**src/sfr_pkg.sv**
```systemverilog
// shared types, register indexes and codes for the serial frame receiver
package sfr_pkg;

    localparam int PAYLOAD_MAX_DEF = 32;

    localparam int CFG_ADDR_W = 2;
    localparam int CFG_DATA_W = 8;

    localparam logic [CFG_ADDR_W-1:0] REG_TYPE_MASK  = 2'd0;
    localparam logic [CFG_ADDR_W-1:0] REG_TIMER_ID   = 2'd1;
    localparam logic [CFG_ADDR_W-1:0] REG_GYRO_ID    = 2'd2;
    localparam logic [CFG_ADDR_W-1:0] REG_END_BYTE   = 2'd3;

    localparam logic [7:0] RST_TYPE_MASK = 8'd240;
    localparam logic [7:0] RST_TIMER_ID  = 8'd16;
    localparam logic [7:0] RST_GYRO_ID   = 8'd32;
    localparam logic [7:0] RST_END_BYTE  = 8'd255;

    localparam logic [1:0] STAT_BUFFERING = 2'd0;
    localparam logic [1:0] STAT_FRAME_OK  = 2'd1;
    localparam logic [1:0] STAT_BAD_END   = 2'd2;

    localparam int S_TDATA_W = 8;
    localparam int M_TDATA_W = 64;
    localparam int M_TUSER_W = 3;

    typedef struct packed {
        logic [7:0] type_mask;
        logic [7:0] timer_id;
        logic [7:0] gyro_id;
        logic [7:0] end_byte;
    } t_cfg;

    typedef struct packed {
        logic [7:0] check_second;
        logic [7:0] check_first;
        logic [5:0] payload_len;
        logic [7:0] msg_type;
        logic [7:0] src_addr;
        logic [7:0] dest_addr;
        logic [7:0] payload_byte;
        logic [4:0] payload_index;
        logic       payload_valid;
        logic [1:0] status;
    } t_result;

endpackage

```
**src/sfr_cfg_regs.sv**
```systemverilog
// configuration registers of the serial frame receiver
module sfr_cfg_regs (
    input  logic                            i_clk,
    input  logic                            i_rst_n,
    input  logic                            i_cfg_we,
    input  logic [sfr_pkg::CFG_ADDR_W-1:0]  i_cfg_addr,
    input  logic [sfr_pkg::CFG_DATA_W-1:0]  i_cfg_data,
    output sfr_pkg::t_cfg                   o_cfg
);
    import sfr_pkg::*;

    t_cfg r_cfg;

    always_ff @(posedge i_clk) begin
        if (!i_rst_n) begin
            r_cfg.type_mask <= RST_TYPE_MASK;
            r_cfg.timer_id  <= RST_TIMER_ID;
            r_cfg.gyro_id   <= RST_GYRO_ID;
            r_cfg.end_byte  <= RST_END_BYTE;
        end else if (i_cfg_we) begin
            unique case (i_cfg_addr)
                REG_TYPE_MASK: r_cfg.type_mask <= i_cfg_data;
                REG_TIMER_ID:  r_cfg.timer_id  <= i_cfg_data;
                REG_GYRO_ID:   r_cfg.gyro_id   <= i_cfg_data;
                REG_END_BYTE:  r_cfg.end_byte  <= i_cfg_data;
                default: ;
            endcase
        end
    end

    assign o_cfg = r_cfg;

endmodule

```
**src/sfr_parser.sv**
```systemverilog
// frame state machine: one received byte per transfer, one result per byte
module sfr_parser #(
    parameter int PAYLOAD_MAX = sfr_pkg::PAYLOAD_MAX_DEF
) (
    input  logic             i_clk,
    input  logic             i_rst_n,
    input  logic             i_en,
    input  logic [7:0]       i_byte,
    input  sfr_pkg::t_cfg    i_cfg,
    output sfr_pkg::t_result o_result
);
    import sfr_pkg::*;

    localparam int LEN_W = $clog2(PAYLOAD_MAX + 1);

    localparam logic [2:0] PH_DEST = 3'd0;
    localparam logic [2:0] PH_SRC  = 3'd1;
    localparam logic [2:0] PH_TYPE = 3'd2;
    localparam logic [2:0] PH_LEN  = 3'd3;
    localparam logic [2:0] PH_DATA = 3'd4;
    localparam logic [2:0] PH_CHK1 = 3'd5;
    localparam logic [2:0] PH_CHK2 = 3'd6;
    localparam logic [2:0] PH_END  = 3'd7;

    logic [2:0]       r_phase, n_phase;
    logic [7:0]       r_dest, r_src, r_type, r_chk1, r_chk2;
    logic [LEN_W-1:0] r_len, r_count, n_count;
    logic [7:0]       kind;
    logic             dest_ok, len_bad, more_data;
    logic [7:0]       count_ext, len_ext;

    assign kind      = i_byte & i_cfg.type_mask;
    assign dest_ok   = (kind == i_cfg.timer_id) || (kind == i_cfg.gyro_id);
    assign len_bad   = (i_byte == 8'd0) || (9'(i_byte) > 9'(PAYLOAD_MAX));
    assign more_data = r_count < r_len;
    assign count_ext = 8'(r_count);
    assign len_ext   = 8'(r_len);

    always_comb begin
        n_phase  = r_phase;
        n_count  = r_count;
        o_result = '0;
        unique case (r_phase)
            PH_DEST: n_phase = dest_ok ? PH_SRC : PH_DEST;
            PH_SRC:  n_phase = PH_TYPE;
            PH_TYPE: n_phase = PH_LEN;
            PH_LEN: begin
                n_phase = len_bad ? PH_DEST : PH_DATA;
                n_count = '0;
            end
            PH_DATA: begin
                if (more_data) begin
                    o_result.payload_valid = 1'b1;
                    o_result.payload_index = count_ext[4:0];
                    o_result.payload_byte  = i_byte;
                    n_count = r_count + LEN_W'(1);
                end else begin
                    // payload done, this byte is the first check byte
                    n_phase = PH_CHK2;
                end
            end
            PH_CHK1: n_phase = PH_CHK2;
            PH_CHK2: n_phase = PH_END;
            PH_END: begin
                n_phase = PH_DEST;
                if (i_byte == i_cfg.end_byte) begin
                    o_result.status       = STAT_FRAME_OK;
                    o_result.dest_addr    = r_dest;
                    o_result.src_addr     = r_src;
                    o_result.msg_type     = r_type;
                    o_result.payload_len  = len_ext[5:0];
                    o_result.check_first  = r_chk1;
                    o_result.check_second = r_chk2;
                end else begin
                    o_result.status = STAT_BAD_END;
                end
            end
            default: n_phase = PH_DEST;
        endcase
    end

    always_ff @(posedge i_clk) begin
        if (!i_rst_n) begin
            r_phase <= PH_DEST;
            r_count <= '0;
        end else if (i_en) begin
            r_phase <= n_phase;
            r_count <= n_count;
        end
    end

    // frame fields are always written before the end byte reads them
    always_ff @(posedge i_clk) begin
        if (i_en) begin
            unique case (r_phase)
                PH_DEST: r_dest <= i_byte;
                PH_SRC:  r_src  <= i_byte;
                PH_TYPE: r_type <= i_byte;
                PH_LEN:  r_len  <= i_byte[LEN_W-1:0];
                PH_DATA: if (!more_data) r_chk1 <= i_byte;
                PH_CHK1: r_chk1 <= i_byte;
                PH_CHK2: r_chk2 <= i_byte;
                default: ;
            endcase
        end
    end

endmodule

```
**src/sfr_skid.sv**
```systemverilog
// two-entry result register with skid stage between parser and output stream
module sfr_skid #(
    parameter int WIDTH = 8
) (
    input  logic             i_clk,
    input  logic             i_rst_n,
    input  logic             i_valid,
    output logic             o_ready,
    input  logic [WIDTH-1:0] i_data,
    output logic             o_valid,
    input  logic             i_ready,
    output logic [WIDTH-1:0] o_data
);
    logic             r_valid, r_skid_valid;
    logic [WIDTH-1:0] r_data, r_skid_data;
    logic             accept, load_main;

    assign o_ready   = !r_skid_valid;
    assign accept    = i_valid && o_ready;
    assign load_main = !r_valid || i_ready;

    always_ff @(posedge i_clk) begin
        if (!i_rst_n) begin
            r_valid      <= 1'b0;
            r_skid_valid <= 1'b0;
        end else if (load_main) begin
            r_valid      <= r_skid_valid || accept;
            r_skid_valid <= 1'b0;
        end else if (accept) begin
            r_skid_valid <= 1'b1;
        end
    end

    always_ff @(posedge i_clk) begin
        if (load_main) begin
            r_data <= r_skid_valid ? r_skid_data : i_data;
        end else if (accept) begin
            r_skid_data <= i_data;
        end
    end

    assign o_valid = r_valid;
    assign o_data  = r_data;

endmodule

```
**src/serial_frame_receiver.sv**
```systemverilog
// Serial frame receiver top level. One received byte per transfer on the
// slave stream; each byte gives exactly one registered result transfer on
// the master stream, at a sustained rate of one byte per clock while the
// output is not stalled. A two-entry output register lets the input take
// one more byte while the output is stalled; the input stalls only when
// both entries are full. Frames are destination, source, type, length,
// payload, two check bytes and an end byte.
module serial_frame_receiver #(
    parameter int PAYLOAD_MAX = sfr_pkg::PAYLOAD_MAX_DEF
) (
    input  logic                            i_clk,
    input  logic                            i_rst_n,
    input  logic                            i_cfg_we,
    input  logic [sfr_pkg::CFG_ADDR_W-1:0]  i_cfg_addr,
    input  logic [sfr_pkg::CFG_DATA_W-1:0]  i_cfg_data,
    input  logic                            i_s_tvalid,
    output logic                            o_s_tready,
    // rx_byte [7:0]
    input  logic [sfr_pkg::S_TDATA_W-1:0]   i_s_tdata,
    output logic                            o_m_tvalid,
    input  logic                            i_m_tready,
    // payload_index [4:0], payload_byte [12:5], dest_addr [20:13],
    // src_addr [28:21], msg_type [36:29], payload_len [42:37],
    // check_first [50:43], check_second [58:51], zero [63:59]
    output logic [sfr_pkg::M_TDATA_W-1:0]   o_m_tdata,
    // status [1:0], payload_valid [2]
    output logic [sfr_pkg::M_TUSER_W-1:0]   o_m_tuser
);
    import sfr_pkg::*;

    t_cfg    cfg;
    t_result result, result_q;
    logic    in_xfer;

    assign in_xfer = i_s_tvalid && o_s_tready;

    sfr_cfg_regs u_cfg (
        .i_clk      (i_clk),
        .i_rst_n    (i_rst_n),
        .i_cfg_we   (i_cfg_we),
        .i_cfg_addr (i_cfg_addr),
        .i_cfg_data (i_cfg_data),
        .o_cfg      (cfg)
    );

    sfr_parser #(
        .PAYLOAD_MAX (PAYLOAD_MAX)
    ) u_parser (
        .i_clk    (i_clk),
        .i_rst_n  (i_rst_n),
        .i_en     (in_xfer),
        .i_byte   (i_s_tdata),
        .i_cfg    (cfg),
        .o_result (result)
    );

    sfr_skid #(
        .WIDTH ($bits(t_result))
    ) u_skid (
        .i_clk   (i_clk),
        .i_rst_n (i_rst_n),
        .i_valid (i_s_tvalid),
        .o_ready (o_s_tready),
        .i_data  (result),
        .o_valid (o_m_tvalid),
        .i_ready (i_m_tready),
        .o_data  (result_q)
    );

    assign o_m_tuser = {result_q.payload_valid, result_q.status};
    assign o_m_tdata = {5'd0,
                        result_q.check_second,
                        result_q.check_first,
                        result_q.payload_len,
                        result_q.msg_type,
                        result_q.src_addr,
                        result_q.dest_addr,
                        result_q.payload_byte,
                        result_q.payload_index};

endmodule

```
**config.mk**
```make
export PLATFORM = sky130hd
export DESIGN_NAME = serial_frame_receiver
export DESIGN_NICKNAME = d
export VERILOG_FILES = /design/src/sfr_pkg.sv /design/src/sfr_cfg_regs.sv /design/src/sfr_parser.sv /design/src/sfr_skid.sv /design/src/serial_frame_receiver.sv
export SDC_FILE = /design/constraint.sdc
export NUM_CORES = 1
export LEC_CHECK = 0
export BUFFER_PORTS_ARGS = -buffer_cell sky130_fd_sc_hd__buf_2
export CAP_MARGIN = 20
export CELL_PAD_IN_SITES_DETAIL_PLACEMENT = 1
export CELL_PAD_IN_SITES_GLOBAL_PLACEMENT = 1
export CORE_ASPECT_RATIO = 0.8
export CORE_MARGIN = 2
export CORE_UTILIZATION = 35
export DETAILED_ROUTE_END_ITERATION = 8
export PLACE_DENSITY_LB_ADDON = 0.1
export REMOVE_ABC_BUFFERS = 1
export SLEW_MARGIN = 20
export SYNTH_ARGS = -nofsm -noshare
export SYNTH_HDL_FRONTEND = slang
export SYNTH_SLANG_ARGS = --single-unit
export TNS_END_PERCENT = 100
```
**constraint.sdc**
```tcl
create_clock -name i_clk -period 12.7 [get_ports i_clk]
set_clock_uncertainty 0.2 [all_clocks]
set_input_delay 2.54 -clock i_clk [delete_from_list [all_inputs] [get_ports i_clk]]
set_output_delay 2.54 -clock i_clk [all_outputs]
set_load 0.05 [all_outputs]
```
==> flow_summary.toml <==
[run_status]
status = "completed"

[worst_setup_path]
cp_cell_sequence = "buf_2 -> inv_1 -> nor2_1 -> nand2_1 -> o41ai_1 -> o21bai_1"
cp.required_ns = 12.94
worst-setup-path-type = "input pin to flip-flop"
cpMaxStageDelayCell = "nor2_1"
cp_slowest_stage_delay_ns = 0.49
cp_launch_type = "input pin"
timing.critical_path.arrival_ns = 4.61
timing.critical_path.fanout_max = 25
cp-end-kind = "flip-flop"

[clocking]
clk_pin_slew_worst_paths_ns = 0.06
tritoncts_clock_tree = "built"
cts.repair_timing.setup_buffer_count = 0
cts.sinks = 213
ctsHtreeMaxLevel = 1
post_cts_resize_count = 0
numCtsBuffers = 24
cts-root-buf = "clkbuf_16"
holdBufCountCts = 0
ctsLongestPathBuffers = 3
worst_skew_pair.late_latency_ns = 0.51

[layout]
final_core_util_pct = 41.6
final_cells = 1029
fillCellCount = 2478
final_area_um2 = 10000
antenna_cells = 0
final_net_count = 722
syn_to_final_growth_pct = 17.6
layout-drive-gt1-share_pct = 28.6

[yosys]
yosys_register_bits = 213
synth_enable_flop_cells = 170
post_synth_instance_area_um2 = 8540
synthesized_area_divided_by_synthesized_cell_count_um2 = 14.2
most_used_dff_post_synth = "edfxtp_1"
leading_cell_types_by_total_area_after_synthesis = "edfxtp_1 (60%), dfxtp_1 (10%), mux2_2 (7.9%)"
synth_largest_type_area_fraction_pct = 59.8
synth.yosys.warnings = 0
post_synth_inst_count = 603
synth_largest_area_cell = "edfxtp_1"
synth_async_sr_flop_share_pct = 0
post_synth_num_cell_types = 47
synth-seq-area-share_pct = 69.9

[sta]
final_critical_path_setup_slack_ns = 8.33
report.final.hold_viol_count = 0
maxSlewHeadroom_pct = 31.7
grt_setup_unrepaired = "false"
finalWorstPathRequiredPeriod_ns = 4.37
setup_viol = 0
timing_max_transition_violations_final = 0
tightestPinTransition_ns = 1.02
setup-tns-final_ns = 0
hold_slack_ns = 0.271
post-route-period-util_pct = 34.4
maxClockFrequency_mhz = 229

[drt]
via_count = 5029
routed_wire_length_per_instance_um = 19.2
dr.first_iter.drc_count = 295
drt.antenna.violating_nets = 0
firstDrtPassIters = 4
per_cell_via_count_in_the_routed_design = 4.89
remaining_drc_errors = 0
drt-total-wl_mm = 19.8

[floorplan]
pin_count = 92
x_dimension_of_the_die_um = 179
design.core.area_um2 = 24100
dieArea_um2 = 25700
die_y_um = 144
rows = 51
initial_core_utilization_pct = 35.4

[power]
vdd.ir_drop.worst_uv = 80.3
intPower_mw = 1.16
pwr-share-clk_pct = 42.5
power_after_layout_mw = 1.52
power_switching_uw = 363
power.density_nw_per_um2 = 152
share_seq_of_total_power_pct = 51.0
power_frac_comb_pct = 6.5
static-leakage-power_nw = 4.02
net_switching_fraction_of_the_power_pct = 23.8

[min_path]
worstHoldPathType = "flip-flop to flip-flop"

[place]
dp_slack_ns = 7.80
port_buffers = 86
placed_cells = 985
place_hpwl_mm = 12.4
gp_routability_congestion = 0.744
postPlaceCellArea_um2 = 9300

[grt]
grt_antenna_before_repair = 1
total_routing_resource_utilization_after_global_routing_pct = 15.7
first_pass_grt_wire_length_mm = 30.8
pin_count_of_the_biggest_net_entering_global_routing = 66
globalRouteOverflowTotal = 0
via_count_of_the_first_global_routing_pass = 5264

[run]
max-cap-violations = 0
power by group through the flow:
| stage | Sequential (mW) | Clock (mW) | Combinational (mW) |
|---|---|---|---|
| after detailed placement | 0.793 | 0 | 0.100 |
| final | 0.778 | 0.647 | 0.0988 |
| after global placement | 0.792 | 0 | 0.0990 |
| after floorplan | 0.828 | 0 | 0.0292 |
| after global routing | 0.780 | 0.692 | 0.106 |
| after CTS | 0.778 | 0.667 | 0.100 |
layer usage:
metal | global-route usage (%) | part of all wire [%] | vias up
met1 | 22.5 | 48 | 2489
met2 | 25.0 | 46 | 112
li1 | - | - | 2401
met4 | 3.51 | 1.6 | 0
met5 | 0 | 0 | -
met3 | 2.62 | 4.8 | 27
worst max-delay path, delay by kind of cell:
family | cells | cell delay, ns
buf+inv | 2 | 0.87
simple gates | 2 | 0.64
compound gates | 2 | 0.54
layout by cell type, fill, tap and decap left out, drive strengths merged, types with 15 or more instances in the layout:
cell type,instances
nand2,68
nor2,15
clkbuf,31
nand3,20
edfxtp,170
buf,90
dfxtp,43
a21oi,36
and2,54
mux2,60
and3,18
flip-flops by register name, summed over array words and instances, names as in the netlist, 3 cells and up:
name and cells:
u_parser.r_chk2 8, u_parser.r_len 6, u_skid.r_skid_data 62, u_parser.r_count 6, u_parser.r_phase 3, u_parser.r_dest 8, u_parser.r_src 8, u_cfg.o_cfg 32
u_skid.o_data 62, u_parser.r_type 8, u_parser.r_chk1 8
cell usage after synthesis, types with 2 or more instances:
| library cell | number |
|---|---|
| o21ai_0 | 2 |
| mux2i_1 | 9 |
| o32ai_2 | 2 |
| o22ai_1 | 9 |
| inv_1 | 7 |
| clkbuf_1 | 21 |
| buf_4 | 6 |
| nor3_1 | 3 |
| nor3b_1 | 2 |
| or2_2 | 3 |
| edfxtp_1 | 170 |
| nor2_1 | 15 |
| nor4_1 | 8 |
| nor4b_1 | 2 |
| nand3_1 | 19 |
| or4_1 | 2 |
| inv_2 | 2 |
| nand4_1 | 5 |
| buf_6 | 2 |
| mux2_2 | 60 |
| nand2_1 | 68 |
| a21oi_1 | 36 |
| xnor2_1 | 9 |
| ha_1 | 6 |
| and3_1 | 18 |
| dfxtp_1 | 43 |
| and2_1 | 54 |
logic make-up (layout without fill, tap and decap cells):
logic type	count (synthesis)	in the layout	share of synthesized area, %
AOI/OAI and AO/OA	59	59	4.38
xor gates and xnor gates	9	9	0.924
adders and majority gates	6	6	0.879
buffers and inverters	39	143	2.15
DFF	213	213	69.9
muxes	69	69	8.97
other	1	5	0.0439
and+or+nand+nor	207	207	12.8
path summary, 6_finish.rpt:
path	startpoint	to	slack (ns)	cells past startpoint
worst max-delay path	i_rst_n	u_parser.r_count[4]	8.33	6
worst min register to register	u_cfg.o_cfg[19]	u_cfg.o_cfg[19]	0.27	2
worst min-delay path	u_cfg.o_cfg[19]	u_cfg.o_cfg[19]	0.27	2
worst max register to register	u_skid.r_skid_valid	u_parser.r_chk1[3]	9.30	4
final cells by class:
class | count | area, µm² | share of cell area, %
Sequential cell | 213 | 5970 | 59.4
Multi-Input combinational cell | 355 | 2450 | 24.5
Clock buffer | 31 | 627 | 6.24
Timing Repair Buffer | 90 | 460 | 4.59
Tap cell | 318 | 398 | 3.96
Clock inverter | 13 | 100 | 0.997
Inverter | 9 | 33.8 | 0.336
Note: power is estimated with default switching activity, not from simulation.
